## src/dfr_pkg.sv

```systemverilog
// Shared types and constants for the delimited frame receiver.
// No dependencies.
`timescale 1ns / 1ps

package dfr_pkg;

    localparam int unsigned FRAME_LEN_DEF = 20;
    localparam int unsigned WORD_BYTES    = 4;
    localparam int unsigned WORD_COUNT    = 4;
    localparam int unsigned PAYLOAD_BYTES = WORD_BYTES * WORD_COUNT;

    localparam logic [7:0] START_BYTE = 8'h73;  // 's'
    localparam logic [7:0] END_BYTE   = 8'h65;  // 'e'

    localparam logic [31:0] EXP_MASK  = 32'h7F80_0000;
    localparam logic [31:0] FRAC_MASK = 32'h007F_FFFF;

    typedef struct packed {
        logic [31:0] yaw_bits;
        logic [31:0] pitch_bits;
        logic [31:0] yaw_rate_bits;
        logic [31:0] pitch_rate_bits;
        logic [7:0]  status_flags;
        logic        angle_invalid;
        logic [15:0] frames_accepted;
    } t_result;

    function automatic logic is_nan(input logic [31:0] w);
        is_nan = ((w & EXP_MASK) == EXP_MASK) && ((w & FRAC_MASK) != 32'h0);
    endfunction

endpackage

```

## src/delimited_frame_receiver_core.sv

```systemverilog
// Top level of the delimited frame receiver: framing, checksum and result register.
// Depends on dfr_pkg and dfr_result_form.
`timescale 1ns / 1ps

// Channel   Dir  Handshake                  Payload
// rx        in   i_rx_valid / o_rx_ready    i_rx_byte
// out       out  o_out_valid / i_out_ready  o_yaw_bits .. o_frames_accepted
//
// One byte beat per cycle while o_rx_ready is high. The framing state (position, running
// sum) updates on the accepting edge; the end byte completes the frame and the
// result lands in the output register on that same edge.
// Reset (synchronous, active low) clears framing state, kept flags, the frame
// count and the output valid; stored frame bytes are not cleared.
// o_rx_ready drops only when the next byte is the end position and the output
// register still holds an untaken result; every other byte is taken regardless.

module delimited_frame_receiver_core #(
    parameter int unsigned FRAME_LEN = dfr_pkg::FRAME_LEN_DEF
) (
    input  logic        i_clk,
    input  logic        i_rst_n,
    input  logic        i_rx_valid,
    output logic        o_rx_ready,
    input  logic [7:0]  i_rx_byte,
    output logic        o_out_valid,
    input  logic        i_out_ready,
    output logic [31:0] o_yaw_bits,
    output logic [31:0] o_pitch_bits,
    output logic [31:0] o_yaw_rate_bits,
    output logic [31:0] o_pitch_rate_bits,
    output logic [7:0]  o_status_flags,
    output logic        o_angle_invalid,
    output logic [15:0] o_frames_accepted
);
    import dfr_pkg::*;

    localparam int unsigned POS_W   = $clog2(FRAME_LEN);
    localparam int unsigned LAST    = FRAME_LEN - 1;   // end byte position
    localparam int unsigned CSUM    = FRAME_LEN - 2;   // checksum byte
    localparam int unsigned FLAGP   = FRAME_LEN - 3;   // flag byte, last summed

    // framing state
    logic             r_in_frame, n_in_frame;
    logic [POS_W-1:0] r_pos, n_pos;
    logic [7:0]       r_sum, n_sum;
    logic [7:0]       r_last_flags, n_last_flags;
    logic [15:0]      r_count, n_count;

    // stored bytes, positions 1 .. checksum; byte 0 is always 's'
    logic [7:0]       r_bytes [1:CSUM];

    // output register
    logic             r_out_valid, n_out_valid;
    t_result          r_out;

    logic             rx_beat, at_last, frame_ok, emit;
    logic [8*PAYLOAD_BYTES-1:0] payload;
    t_result          formed;

    assign at_last    = r_in_frame && (r_pos == POS_W'(LAST));
    assign o_rx_ready = !(at_last && r_out_valid && !i_out_ready);
    assign rx_beat    = i_rx_valid && o_rx_ready;
    assign frame_ok   = (i_rx_byte == END_BYTE) && (r_sum == r_bytes[CSUM]);
    assign emit       = rx_beat && at_last && frame_ok;

    always_comb begin
        for (int k = 1; k <= PAYLOAD_BYTES; k++) begin
            payload[8*(k-1) +: 8] = r_bytes[k];
        end
    end

    dfr_result_form u_form (
        .i_payload    (payload),
        .i_flag_byte  (r_bytes[FLAGP]),
        .i_last_flags (r_last_flags),
        .i_count      (r_count + 16'd1),
        .o_result     (formed)
    );

    always_comb begin
        n_in_frame   = r_in_frame;
        n_pos        = r_pos;
        n_sum        = r_sum;
        n_last_flags = r_last_flags;
        n_count      = r_count;
        n_out_valid  = r_out_valid && !i_out_ready;
        if (rx_beat) begin
            if (!r_in_frame) begin
                if (i_rx_byte == START_BYTE) begin
                    n_in_frame = 1'b1;
                    n_pos      = POS_W'(1);
                    n_sum      = 8'd0;
                end
            end else if (at_last) begin
                // end of frame either way: back to hunting for 's'
                n_in_frame = 1'b0;
                n_pos      = '0;
                n_sum      = 8'd0;
                if (frame_ok) begin
                    n_count      = formed.frames_accepted;
                    n_last_flags = formed.status_flags;
                    n_out_valid  = 1'b1;
                end
            end else begin
                n_pos = r_pos + POS_W'(1);
                if (r_pos <= POS_W'(FLAGP)) begin
                    n_sum = r_sum + i_rx_byte;
                end
            end
        end
    end

    always_ff @(posedge i_clk) begin
        if (!i_rst_n) begin
            r_in_frame   <= 1'b0;
            r_pos        <= '0;
            r_sum        <= 8'd0;
            r_last_flags <= 8'd0;
            r_count      <= 16'd0;
            r_out_valid  <= 1'b0;
        end else begin
            r_in_frame   <= n_in_frame;
            r_pos        <= n_pos;
            r_sum        <= n_sum;
            r_last_flags <= n_last_flags;
            r_count      <= n_count;
            r_out_valid  <= n_out_valid;
        end
    end

    // byte store: position decode, only while inside a frame
    always_ff @(posedge i_clk) begin
        for (int k = 1; k <= CSUM; k++) begin
            if (rx_beat && r_in_frame && (r_pos == POS_W'(k))) begin
                r_bytes[k] <= i_rx_byte;
            end
        end
    end

    always_ff @(posedge i_clk) begin
        if (emit) begin
            r_out <= formed;
        end
    end

    assign o_out_valid       = r_out_valid;
    assign o_yaw_bits        = r_out.yaw_bits;
    assign o_pitch_bits      = r_out.pitch_bits;
    assign o_yaw_rate_bits   = r_out.yaw_rate_bits;
    assign o_pitch_rate_bits = r_out.pitch_rate_bits;
    assign o_status_flags    = r_out.status_flags;
    assign o_angle_invalid   = r_out.angle_invalid;
    assign o_frames_accepted = r_out.frames_accepted;

endmodule

```

## src/dfr_result_form.sv

```systemverilog
// Builds one result beat from the stored payload bytes of a completed frame.
// Depends on dfr_pkg (t_result, is_nan).
`timescale 1ns / 1ps

module dfr_result_form (
    input  logic [8*dfr_pkg::PAYLOAD_BYTES-1:0] i_payload,
    input  logic [7:0]                          i_flag_byte,
    input  logic [7:0]                          i_last_flags,
    input  logic [15:0]                         i_count,
    output dfr_pkg::t_result                    o_result
);
    import dfr_pkg::*;

    logic bad;

    // payload byte 0 is frame byte 1, least significant first
    always_comb begin
        o_result.yaw_bits        = i_payload[31:0];
        o_result.pitch_bits      = i_payload[63:32];
        o_result.yaw_rate_bits   = i_payload[95:64];
        o_result.pitch_rate_bits = i_payload[127:96];
        bad = is_nan(i_payload[31:0]) || is_nan(i_payload[63:32]);
        o_result.angle_invalid   = bad;
        o_result.status_flags    = bad ? i_last_flags : i_flag_byte;
        o_result.frames_accepted = i_count;
    end

endmodule
```

## config.mk

```make
export PLATFORM = sky130hd
export DESIGN_NAME = delimited_frame_receiver_core
export DESIGN_NICKNAME = d
export VERILOG_FILES = /design/src/dfr_pkg.sv /design/src/delimited_frame_receiver_core.sv /design/src/dfr_result_form.sv
export SDC_FILE = /design/constraint.sdc
export NUM_CORES = 1
export LEC_CHECK = 0
export BUFFER_PORTS_ARGS = -buffer_cell sky130_fd_sc_hd__clkbuf_2
export CORE_UTILIZATION = 51
export CTS_CLUSTER_DIAMETER = 120
export DETAILED_ROUTE_END_ITERATION = 8
export PLACE_DENSITY = 0.76
export RECOVER_POWER = 25
export SLEW_MARGIN = 10
export SYNTH_ARGS = -nofsm -noshare
export SYNTH_HDL_FRONTEND = slang
export SYNTH_SLANG_ARGS = --single-unit
```

## constraint.sdc

```tcl
create_clock -name i_clk -period 7.5 [get_ports i_clk]
set_clock_uncertainty 0.1 [all_clocks]
set_input_delay 2.25 -clock i_clk [delete_from_list [all_inputs] [get_ports i_clk]]
set_output_delay 2.25 -clock i_clk [all_outputs]
set_load 0.01 [all_outputs]
```

==> metrics list, run 1 <==
- Outcome: completed
- Standard-cell rows: 55
- Average instance area after synthesis: 18.3 sq um
* Area inside the core boundary: 22600 sq um
- For the final routed database, the setup TNS stands at 0 ns.
* Design area: 14000 sq um
* Top FF cell, synth: sky130_fd_sc_hd__edfxtp_1
- Worst vdd rail ir drop: 0.203 mV
- Worst setup path startpoint: i_rx_byte[6]
- From synthesis to final layout, the design area changed by 19.6%.
* Power Density: 267 nW/um^2
- After layout, the minimum clock period comes to 5.85 ns.
* Synth area leader: sky130_fd_sc_hd__edfxtp_1
* CTS H-tree lvls: 2
* Max-slew violation total from the final report: 0
* Data arrival time of the critical path: 5.91 ns
- Cell area after synthesis: 11700 sq um
- Buffers added on ports: 166
- The min-delay analysis places its worst path in the category reg -> reg.
* Final core utilization: 0.621
- Antenna cells: 0
- Sequential element share of the synthesized area: 0.828
- Global routing usage summed across all routing layers: 0.201
- Yosys mapped the design onto 53 distinct sky130hd cell types.
- Antenna violations before repair: 0
- For this run, the number of Yosys warnings is 0.
- Synthesis inferred 336 register bits.
* Via count: 6324
- Most instantiated cells after synthesis: 297 x sky130_fd_sc_hd__edfxtp_1, 42 x sky130_fd_sc_hd__nand2_1, 39 x sky130_fd_sc_hd__dfxtp_1
- Final routed wirelength across all metal layers: 23.6 mm
- Register-to-Register Setup Slack: 3.72 ns
* Number of filler cells placed in the layout: 1573
- The number of cells on the worst reg-to-reg path is 6.
* RePlAce Congestion: 0.783
* Startpoint class of the critical path: input pin
* Overall power consumption: 0.00374 W
- By startpoint and endpoint, the worst setup path is classified as in -> reg.
- Net count of the finished layout: 862
- Entering global routing, the biggest net connects 82 pins.
* Average wire per standard cell: 20.5 um
- Remaining routing DRC violations: 0
- DP HPWL: 14.5 mm
* CTS Buf Count: 34
- Share of synthesized registers carrying an async set or reset: 0
- By instance count, the leading cell after synthesis is sky130_fd_sc_hd__edfxtp_1.
- After detailed routing, the number of vias per cell comes to 5.51.
- The placed instances occupy a cell area of 12900 sq um.
* Effective utilization at floorplan: 0.519
* Design internal power: 0.00302 W
- The share of total power dissipated in sequential elements is 0.540.
- The tree built by TritonCTS fans out to 336 sinks.
- In this run the worst setup path terminates at o_yaw_bits[29]$_DFFE_PP_.
* CTS tree: yes
- The number of hold-slack violations in the final timing report came to 0.
- Of the total power, the share spent switching nets is 0.192.
- EDFF count, synth: 297
* Vias in the first global route: 6226
- Post-CTS repair changed the size of 0 cells.
- First-pass detailed-route iteration total: 7
- Derived from the worst setup path, the maximum achievable clock frequency is 0.171 GHz.
- Across the run, the number of max-cap violations was 0.
* Largest fanout on the critical path: 81
* Antenna Nets Post-Route: 0
* Clock group share of total power: 0.451
* Cell count after synthesis: 641
- Bufs on Longest Clock Path: 3
- Die Wd: 154 um
- Skew-Pair Late Insertion Delay: 0.51 ns
- The analysis attributes to cell leakage a power of 4.96 nW.
- The share of synthesized area in the top cell type comes to 0.761.
- Reg clk slew, reported paths: 0.06 ns
* Setup repair after global routing missed its margin: no
* Largest cells by area after synthesis: sky130_fd_sc_hd__edfxtp_1 76%, sky130_fd_sc_hd__dfxtp_1 6.7%, sky130_fd_sc_hd__xnor2_1 1.4%, sky130_fd_sc_hd__ha_1 1.4%, sky130_fd_sc_hd__nand2_1 1.3%
- Worst-case headroom to the max-slew limit: 0.171
- Boundary Pins: 167
- Die outline area: 23600 sq um
* Setup violations, final: 0
- Of the cells placed in the final design, the portion with a size suffix greater than 1 is 0.263.
- Number of DRC violations after detailed-routing iteration 0: 480
- First-pass GRT wire length: 35.4 mm
* Measured slew at the worst slew-check pin: 1.24 ns
* Hold buffer count at cts: 0
- The floorplan step set the die height to 154 um.
- Dividing the final minimum period by the clock period gives 0.780.
- Endpoint of the worst-slack reg-to-reg timing path: o_yaw_bits[29]$_DFFE_PP_
- Count of buffers added by post-CTS timing repair for setup: 0
- Comb power frac: 0.009
- Net count after synthesis: 667
- Switching power: 0.000716 W
- Endpoint type of the worst setup path: flip-flop
- STA puts the critical path data required time at 7.56 ns.
- Total grt overflow: 0
- The tree is rooted in a sky130_fd_sc_hd__clkbuf_16.
- Worst reg2reg path startpoint: r_pos[0]$_SDFFE_PN0P_
## placed cells by master, fill, tap and decap left out, types with 7 or more instances in the layout
master and count:
sky130_fd_sc_hd__a22o_1 7, sky130_fd_sc_hd__nor4_1 10, sky130_fd_sc_hd__a21boi_1 7, sky130_fd_sc_hd__clkbuf_2 161, sky130_fd_sc_hd__mux2_2 9, sky130_fd_sc_hd__nor2_1 31, sky130_fd_sc_hd__ha_1 13, sky130_fd_sc_hd__nand3_1 15
sky130_fd_sc_hd__clkbuf_1 15, sky130_fd_sc_hd__nand2_1 42, sky130_fd_sc_hd__o21ai_0 14, sky130_fd_sc_hd__edfxtp_1 297, sky130_fd_sc_hd__nand4_1 11, sky130_fd_sc_hd__xor2_1 9, sky130_fd_sc_hd__dfxtp_1 39, sky130_fd_sc_hd__clkbuf_16 35
sky130_fd_sc_hd__or3_1 9, sky130_fd_sc_hd__xnor2_1 19, sky130_fd_sc_hd__inv_1 9, sky130_fd_sc_hd__a21boi_0 9, sky130_fd_sc_hd__mux2i_1 9
## through the flow
stage,std cells,hold slack (ns),setup slack (ns)
4_1_cts,1147,0.318,2.01
2_1_floorplan,641,0.300,0.464
5_1_grt,1147,0.321,1.52
3_5_place_dp,1085,0.305,1.65
6_report,1147,0.318,1.65
3_3_place_gp,1085,0.300,1.76
## worst max-delay path, cell delays in order
cell and delay [ns]:
sky130_fd_sc_hd__clkbuf_1 0.89, sky130_fd_sc_hd__nor4bb_1 0.52, sky130_fd_sc_hd__nand4_1 0.12, sky130_fd_sc_hd__or4_1 0.89
sky130_fd_sc_hd__inv_6 0.71, sky130_fd_sc_hd__buf_12 0.42
## power by group through the flow
stage / clock [W] / combinational (W) / sequential, W
2_1_floorplan: 0 / 0.0000104 / 0.00206
3_3_place_gp: 0 / 0.0000331 / 0.00206
3_5_place_dp: 0 / 0.0000344 / 0.00206
4_1_cts: 0.00171 / 0.0000346 / 0.00202
5_1_grt: 0.00178 / 0.0000364 / 0.00202
6_report: 0.00168 / 0.0000342 / 0.00202
## cells by family (layout without fill, tap and decap cells)
kind of cell / Yosys count / count (layout) / share of synthesized area
flops: 336 / 336 / 0.828
simple gates: 159 / 159 / 0.0711
compound gates: 64 / 64 / 0.0391
xor+xnor: 28 / 28 / 0.0209
buf+inv: 22 / 243 / 0.00887
mux: 18 / 18 / 0.0163
fa+ha+maj: 14 / 14 / 0.0156
## final cells by class
type                    count  area (sq um)  area share
multi-input cells         283          1920       0.137
well taps                 285           357      0.0255
clock inverters            16           184      0.0131
inverters                  10          42.5     0.00304
flip-flops and latches    336          9700       0.692
clock buffers              46           937      0.0669
repair buffers            171           871      0.0622
## state kept, by name, summed over array words and instances (netlist names)
| name | count |
|---|---|
| o_angle_invalid | 1 |
| o_frames_accepted | 16 |
| o_out_valid | 1 |
| o_pitch_bits | 32 |
| o_pitch_rate_bits | 32 |
| o_status_flags | 8 |
| o_yaw_bits | 32 |
| o_yaw_rate_bits | 32 |
| r_bytes | 144 |
| r_count | 16 |
| r_in_frame | 1 |
| r_last_flags | 8 |
| r_pos | 5 |
| r_sum | 8 |
## metal layers
layer	share of wire	GRT usage	up-vias	wire length, um
met5	0	0	-	0
met4	0.022	0.0690	0	512
met3	0.053	0.0417	44	1250
met2	0.51	0.341	223	12100
met1	0.41	0.258	3182	9690
li1	-	-	2875	-
## worst min-delay path by stage
stage | from | endpoint | slack [ns] | cells past startpoint
after floorplan | r_bytes[8][7]$_DFFE_PP_ | o_pitch_bits[31]$_DFFE_PP_ | 0.30 | 0
after global placement | r_bytes[11][7]$_DFFE_PP_ | o_yaw_rate_bits[23]$_DFFE_PP_ | 0.30 | 0
after detailed placement | r_bytes[14][6]$_DFFE_PP_ | o_pitch_rate_bits[14]$_DFFE_PP_ | 0.30 | 0
after CTS | r_bytes[16][2]$_DFFE_PP_ | o_pitch_rate_bits[26]$_DFFE_PP_ | 0.32 | 0
after global routing | r_bytes[16][2]$_DFFE_PP_ | o_pitch_rate_bits[26]$_DFFE_PP_ | 0.32 | 0
final | r_bytes[12][2]$_DFFE_PP_ | o_yaw_rate_bits[26]$_DFFE_PP_ | 0.32 | 0
Power figures use the tool's default switching activity.
==> run 2, diff against run 1 <==
==> constraint.sdc (replaced) <==
create_clock -name i_clk -period 5.8 [get_ports i_clk]
set_clock_uncertainty 0.1 [all_clocks]
set_input_delay 1.74 -clock i_clk [delete_from_list [all_inputs] [get_ports i_clk]]
set_output_delay 1.74 -clock i_clk [all_outputs]
set_load 0.01 [all_outputs]
==> run 2 against run 1 <==
  * Flip-flop and latch count unchanged
  * Die area did not move
  * Setup slack worse by 0.28 ns
  * Design area is 0.71% lower
==> metrics list, run 2 (synthesized netlist as in run 1, its figures left out) <==
* Startpoint class of the critical path: input pin
* Buffers added on ports: 166 (unchanged)
- The worst register-to-register path begins at r_pos[0]$_SDFFE_PN0P_.
- The maximum net fanout on the critical path was 5 (-94%).
- The data arrival time of the worst path came to 2.59 ns (-3.32 ns).
- The detail-routed via count per cell was 5.30 (-3.9%).
- The final routed DRC violation total is 0 (unchanged).
- Skew-Pair Late Insertion Delay: 0.57 ns (+0.06 ns)
- Layout cell share with drive strength beyond 1: 0.269 (+0.00593)
- Setup repair after global routing missed its margin: no
- Largest register FFs: 144 (unchanged)
* Final routed wirelength across all metal layers: 22.4 mm (-4.8%)
- The antenna violation net count after detailed routing came to 0 (unchanged).
* CTS tree: yes
- The library cells used most frequently in the layout, excluding fill and tap cells, are 297 x sky130_fd_sc_hd__edfxtp_1, 165 x sky130_fd_sc_hd__clkbuf_2, 42 x sky130_fd_sc_hd__nand2_1.
- Commonest non-fill, non-tap cell in the layout: sky130_fd_sc_hd__edfxtp_1
- The die span in y came to 154 um (unchanged).
* Count of cells along the worst register-to-register path: 7 (+1)
- The starting density of the core came to 0.519 (unchanged).
- Die Wd: 154 um (unchanged)
- The overflow left after global routing came to 0 (unchanged).
- In the finished design, the share of the clock period the worst path needs comes to 0.764.
- Die outline area: 23600 sq um (unchanged)
* Stage delay of the slowest cell on the critical path: 0.29 ns (-0.60 ns)
* Register-to-Register Setup Slack: 2.70 ns (-1.02 ns)
* Net count of the finished layout: 870 (+0.93%)
* Standard-cell rows: 55 (unchanged)
- Antenna cells: 0 (unchanged)
- The clock-pin slew on the worst setup and hold paths is 0.06 ns (about the same).
- Pin count of the biggest net entering global routing: 85 (+3.7%)
- The count of vias placed by the detailed router is 6116 (-3.3%).
* Register name with the most flops: r_bytes
* Critical path class: in -> out
- Root buf cell: sky130_fd_sc_hd__clkbuf_16
* CTS sink count: 336 (unchanged)
- Classification of the worst-slack hold path: reg -> reg
* CTS H-tree lvls: 1 (-1)
- Power Density: 326 nW/um^2 (+22%)
- The wire length of the first global-routing pass was 33.9 mm (-4.2%).
- First-pass detailed-route iteration total: 5 (-2)
- Time the worst path needs with I/O delays and setup: 4.43 ns
- The leakage dissipation is 4.93 nW (-0.74%).
- Cell with the biggest individual delay on the critical path: sky130_fd_sc_hd__nor2_1
- Area growth syn-to-layout: 18.7%
- The filler cell count was 1626 (+3.4%).
* CTS Buf Count: 31 (-8.8%)
* Max-slew violation total from the final report: 0 (unchanged)
* Boundary Pins: 167 (unchanged)
- The post-CTS setup repair buffer count came to 0 (unchanged).
* Area inside the core boundary: 22600 sq um (unchanged)
* Fin. Hold Viols: 0 (unchanged)
- Required time at the worst-slack endpoint: 3.96 ns (-3.60 ns)
- The summed negative setup slack over all endpoints was 0 ns (unchanged).
- Average wire per standard cell: 19.4 um (-5.3%)
- Cell breakdown of the critical path: clkbuf_2 -> nand2b_1 -> nor2_1 -> nand2_1 -> clkbuf_2
- Worst Min Path Start: r_bytes[15][5]$_DFFE_PP_
* Setup violations, final: 0 (unchanged)
* Worst path most repeated cell: sky130_fd_sc_hd__clkbuf_2
* Number of instances resized during post-cts repair: 0 (unchanged)
* Final core utilization: 0.616 (-0.00438)
- The worst hold path terminates at o_pitch_rate_bits[21]$_DFFE_PP_.
- Endpoint of the worst-slack reg-to-reg timing path: o_pitch_bits[12]$_DFFE_PP_
- The number of buffers between clock root and the deepest sink came to 3 (unchanged).
- Max-Cap Viols: 0 (unchanged)
* Worst vdd rail ir drop: 0.226 mV (+12%)
- Measured slew at the worst slew-check pin: 1.31 ns (+0.0624 ns)
- The total of hold buffers inserted after clock tree synthesis came to 0 (unchanged).
* Number of DRC violations after detailed-routing iteration 0: 439 (-8.5%)
* Global routing usage summed across all routing layers: 0.190 (-0.0110)
- Worst-case headroom to the max-slew limit: 0.129 (-0.0416)
- Antenna violations before repair: 0 (unchanged)
* Endpoint type of the worst setup path: output pin
- Vias in the first global route: 5889 (-5.4%)
- Derived from the worst setup path, the maximum achievable clock frequency is 0.226 GHz.
* Hold depth: 0 (unchanged)
* Outcome: completed
- RePlAce Congestion: 0.833 (+6.3%)
- The half-perimeter wire length after placement came to 14.4 mm (-1.0%).
run 2: changes by cell type in the layout (fill, tap and decap cells not counted):
cell / previous run / this run
sky130_fd_sc_hd__clkinv_1: 4 / 8
sky130_fd_sc_hd__clkbuf_16: 35 / 31
sky130_fd_sc_hd__inv_6: 3 / 0
sky130_fd_sc_hd__buf_4: 3 / 11
sky130_fd_sc_hd__clkinv_8: 1 / 0
sky130_fd_sc_hd__clkinv_2: 5 / 8
sky130_fd_sc_hd__clkbuf_8: 2 / 1
sky130_fd_sc_hd__clkinvlp_4: 0 / 3
sky130_fd_sc_hd__clkbuf_2: 161 / 165
sky130_fd_sc_hd__bufinv_16: 3 / 1
sky130_fd_sc_hd__clkbuf_1: 15 / 11
run 2: cell type report:
class                           count  area [sq um]  area share
Timing Repair Buffer              182           947      0.0681
Clock buffer                       38           812      0.0584
Multi-Input combinational cell    283          1920       0.138
Tap cell                          285           357      0.0256
Sequential cell                   336          9700       0.697
Inverter                           10          41.3     0.00297
Clock inverter                     20           135     0.00972
run 2: layer usage:
metal | routed length (um) | track usage | vias to the layer above
met5 | 0 | 0 | -
met4 | 555 | 0.0648 | 0
met1 | 9580 | 0.255 | 3005
met3 | 1230 | 0.0313 | 40
li1 | - | - | 2877
met2 | 11100 | 0.316 | 194
run 2: through the flow:
stage | power [W] | instances | cell area [sq um] | hold slack [ns] | setup WS (ns)
after CTS | 0.00457 | 1154 | 13900 | 0.318 | 1.37
after global placement | 0.00271 | 1096 | 13000 | 0.301 | 1.12
after detailed placement | 0.00271 | 1096 | 13000 | 0.305 | 1.07
final | 0.00454 | 1154 | 13900 | 0.314 | 1.37
after global routing | 0.00466 | 1154 | 13900 | 0.322 | 1.28
after floorplan | 0.00268 | 641 | 11700 | 0.300 | 0.519
run 2: worst max path at each step:
stage                 startpoint                    endpoint  slack (ns)  cells after the start
finish               i_out_ready                  o_rx_ready        1.37                      5
global route         i_out_ready                  o_rx_ready        1.28                      5
CTS                  i_out_ready                  o_rx_ready        1.37                      5
detailed placement  i_rx_byte[3]  o_pitch_bits[13]$_DFFE_PP_        1.07                      7
global placement    i_rx_byte[3]  o_pitch_bits[10]$_DFFE_PP_        1.12                      7
floorplan            i_out_ready   o_angle_invalid$_DFFE_PP_        0.52                      6
run 2: power breakdown:
group,total [W],internal [W],leakage [nW],switching (W)
Sequential,0.00261,0.00261,3.02,0.000000142
Combinational,0.0000498,0.0000112,1.44,0.0000386
Clock,0.00188,0.00104,0.464,0.000836
Total,0.00454,0.00366,4.93,0.000875
run 2: critical path: cells and delay by family:
| kind | cells | cell delay, ns |
|---|---|---|
| simple gates | 3 | 0.60 |
| buf+inv | 2 | 0.24 |
==> run 3, diff against run 2 <==
--- a/config.mk
+++ b/config.mk
@@ -9,7 +9,7 @@
 export CORE_UTILIZATION = 51
 export CTS_CLUSTER_DIAMETER = 120
 export DETAILED_ROUTE_END_ITERATION = 8
-export PLACE_DENSITY = 0.76
+export PLACE_DENSITY = 0.79
 export RECOVER_POWER = 25
 export SLEW_MARGIN = 10
 export SYNTH_ARGS = -nofsm -noshare
==> constraint.sdc (replaced) <==
create_clock -name i_clk -period 3.9 [get_ports i_clk]
set_clock_uncertainty 0.1 [all_clocks]
set_input_delay 1.17 -clock i_clk [delete_from_list [all_inputs] [get_ports i_clk]]
set_output_delay 1.17 -clock i_clk [all_outputs]
set_load 0.01 [all_outputs]
==> run 3 against run 2 <==
  * Wire length up 2.8%
  * Final cell count hardly changed
  * Non-clock buffer count is 3 higher
  * Combinational power rose by 55%
  * Setup slack worse by 1.0 ns
  * Die area unchanged
  * Largest cell class unchanged
==> metrics list, run 3 (synthesized netlist as in run 1, its figures left out) <==
- Outcome: completed
- Max-slew violation total from the final report: 0 (unchanged)
- Fin. Hold Viols: 0 (unchanged)
* Standard-cell rows: 55 (unchanged)
- The register with the most flip-flops in the final layout is r_bytes.
- Commonest non-fill, non-tap cell in the layout: sky130_fd_sc_hd__edfxtp_1
- The H-tree level count was 1 (unchanged).
- The width of the chip came to 154 um (unchanged).
* Pin count of the biggest net entering global routing: 77 (-9.4%)
- The total routed wirelength came to 23.1 mm (+2.8%).
* Endpoint of the worst hold-timing path: o_pitch_rate_bits[8]$_DFFE_PP_
- The wire length of the first global-routing pass is 34.5 mm (+1.9%).
- Largest fanout on the critical path: 7 (+2)
- Classification of the worst-slack hold path: reg -> reg
- The overflow left after global routing came to 0 (unchanged).
* Count of buffers added by post-CTS timing repair for setup: 0 (unchanged)
* Remaining routing DRC violations: 0 (unchanged)
- The area occupied by multi-input gates was 1950 sq um (+1.5%).
* Number of instances resized during post-cts repair: 0 (unchanged)
- Antenna cells: 0 (unchanged)
* Final hold slack: 0.314 ns (-0.000471 ns)
- The global-route met3 utilization is 0.0321 (+0.000846).
- The met2 usage came to 0.321 (+0.00563).
- RePlAce Congestion: 0.922 (+11%)
- The antenna violation net count after detailed routing is 0 (unchanged).
- The sequential cell area came to 9700 sq um (unchanged).
* Root buf cell: sky130_fd_sc_hd__clkbuf_16
- Setup repair after global routing left no endpoint under its margin.
- The clock-pin slew on the worst setup and hold paths is 0.07 ns (about the same).
* Count of cells along the worst register-to-register path: 7 (unchanged)
- Max-Cap Viols: 0 (unchanged)
- Antenna violations before repair: 0 (unchanged)
- Setup TNS Final: 0 ns (unchanged)
- The least setup slack across all paths after layout is 0.326 ns (-1.05 ns).
* Area inside the core boundary: 22600 sq um (unchanged)
- The layer flagged by global routing as most heavily used is met2.
- The die span in y was 154 um (unchanged).
- Endpoint of the worst-slack reg-to-reg timing path: r_last_flags[7]$_SDFFE_PN0P_
* Most used cells in the layout excluding fill and tap cells: 297 x sky130_fd_sc_hd__edfxtp_1, 160 x sky130_fd_sc_hd__clkbuf_2, 42 x sky130_fd_sc_hd__nand2_1
- Placement Cell Area: 13000 sq um (+0.49%)
- Largest register FFs: 144 (unchanged)
- The first-pass detailed-route iteration total is 5 (unchanged).
- The leakage dissipation is 4.94 nW (+0.38%).
* Buffers added on ports: 166 (unchanged)
* Number of filler cells placed in the layout: 1608 (-1.1%)
* Layout cell share with drive strength beyond 1: 0.268 (-0.00146)
- The slew at the pin closest to its max-slew limit came to 1.29 ns (-0.0119 ns).
- Global routing usage summed across all routing layers: 0.194 (+0.00472)
* DP HPWL: 14.8 mm (+3.0%)
- The required time at the worst-slack endpoint was 2.63 ns (-1.33 ns).
- The final non-filler cell area is 14000 sq um (+0.44%).
- Worst slack at placement: 0.509 ns (-0.565 ns)
- The count of vias placed by the detailed router is 6212 (+1.6%).
* Worst-case headroom to the max-slew limit: 0.137 (+0.00792)
- The peak supply drop came to 0.296 mV (+31%).
- CTS sink count: 336 (unchanged)
* Hold depth: 0 (unchanged)
- The number of top-level design ports is 167 (unchanged).
* Worst Min Path Start: r_bytes[14][0]$_DFFE_PP_
- The number of buffers between clock root and the deepest sink was 3 (unchanged).
- The detail-routed via count per cell was 5.38 (+1.5%).
- Setup violations, final: 0 (unchanged)
- Data arrival time of the critical path: 2.30 ns (-0.29 ns)
* Top achievable clock speed: 0.280 GHz
- The worst setup path is of the reg -> out kind.
* Skew-Pair Late Insertion Delay: 0.56 ns (about the same)
- The met1 routing resource usage after global routing was 0.262 (+0.00635).
- The total number of nets in the final design is 873 (+0.34%).
- The worst register-to-register path begins at r_pos[0]$_SDFFE_PN0P_.
- Number of DRC violations after detailed-routing iteration 0: 533 (+21%)
* Power Density: 485 nW/um^2 (+49%)
- Counting I/O delays and the setup requirement, the final critical path takes 3.57 ns.
- The via count of the first global-routing pass was 6116 (+3.9%).
- Die outline area: 23600 sq um (unchanged)
* CTS Buf Count: 31 (unchanged)
- The routed length per instance was 20.0 um (+2.7%).
- STA classifies the critical path startpoint as a flip-flop.
- Effective utilization at floorplan: 0.519 (unchanged)
- Area growth syn-to-layout: 19.3%
- Hold buffer count at cts: 0 (unchanged)
- Portion of the clock cycle consumed by the worst path in the final layout: 0.916
- CTS tree: yes
- STA classifies the critical path endpoint as an output pin.
* Register-to-Register Setup Slack: 0.99 ns (-1.71 ns)
[run 3: worst max-delay path by stage]
stage,start,end,slack [ns],cells after the start
after global placement,i_rx_byte[3],r_count[0]$_SDFFE_PN0P_,0.57,8
after CTS,r_pos[0]$_SDFFE_PN0P_,o_rx_ready,0.32,5
final,r_pos[0]$_SDFFE_PN0P_,o_rx_ready,0.33,5
after global routing,r_pos[0]$_SDFFE_PN0P_,o_rx_ready,0.11,5
after detailed placement,i_rx_valid,r_last_flags[7]$_SDFFE_PN0P_,0.51,7
after floorplan,i_out_ready,o_angle_invalid$_DFFE_PP_,-0.70,6
[run 3: routing by layer]
metal | vias up | share of wire
li1 | 2882 | -
met5 | - | 0
met2 | 224 | 0.49
met1 | 3053 | 0.42
met3 | 53 | 0.057
met4 | 0 | 0.028
[run 3: final cells by class]
cell class	count	area share
Sequential cell	336	0.694
Inverter	10	0.00296
Tap cell	285	0.0255
Clock inverter	14	0.00815
Timing Repair Buffer	185	0.0699
Multi-Input combinational cell	283	0.139
Clock buffer	42	0.0599
[run 3: report_power, final]
group	internal (W)	leakage (nW)	switching, W
clock network	0.00158	0.465	0.00124
registers	0.00388	3.02	0.000000239
logic	0.0000181	1.46	0.0000591
[run 3: through the flow]
step	util	std cells	power, W
2_1_floorplan	-	641	0.00398
3_3_place_gp	0.578	1099	0.00404
3_5_place_dp	0.578	1099	0.00404
4_1_cts	0.620	1155	0.00682
5_1_grt	0.619	1155	0.00696
6_report	0.619	1155	0.00678
[run 3: worst max-delay path, stage by stage (launching register included)]
cell and delay [ns]:
sky130_fd_sc_hd__dfxtp_1 0.45, sky130_fd_sc_hd__ha_1 0.34, sky130_fd_sc_hd__nand4bb_1 0.33, sky130_fd_sc_hd__nor2_1 0.35, sky130_fd_sc_hd__nand2_1 0.13, sky130_fd_sc_hd__clkbuf_2 0.16
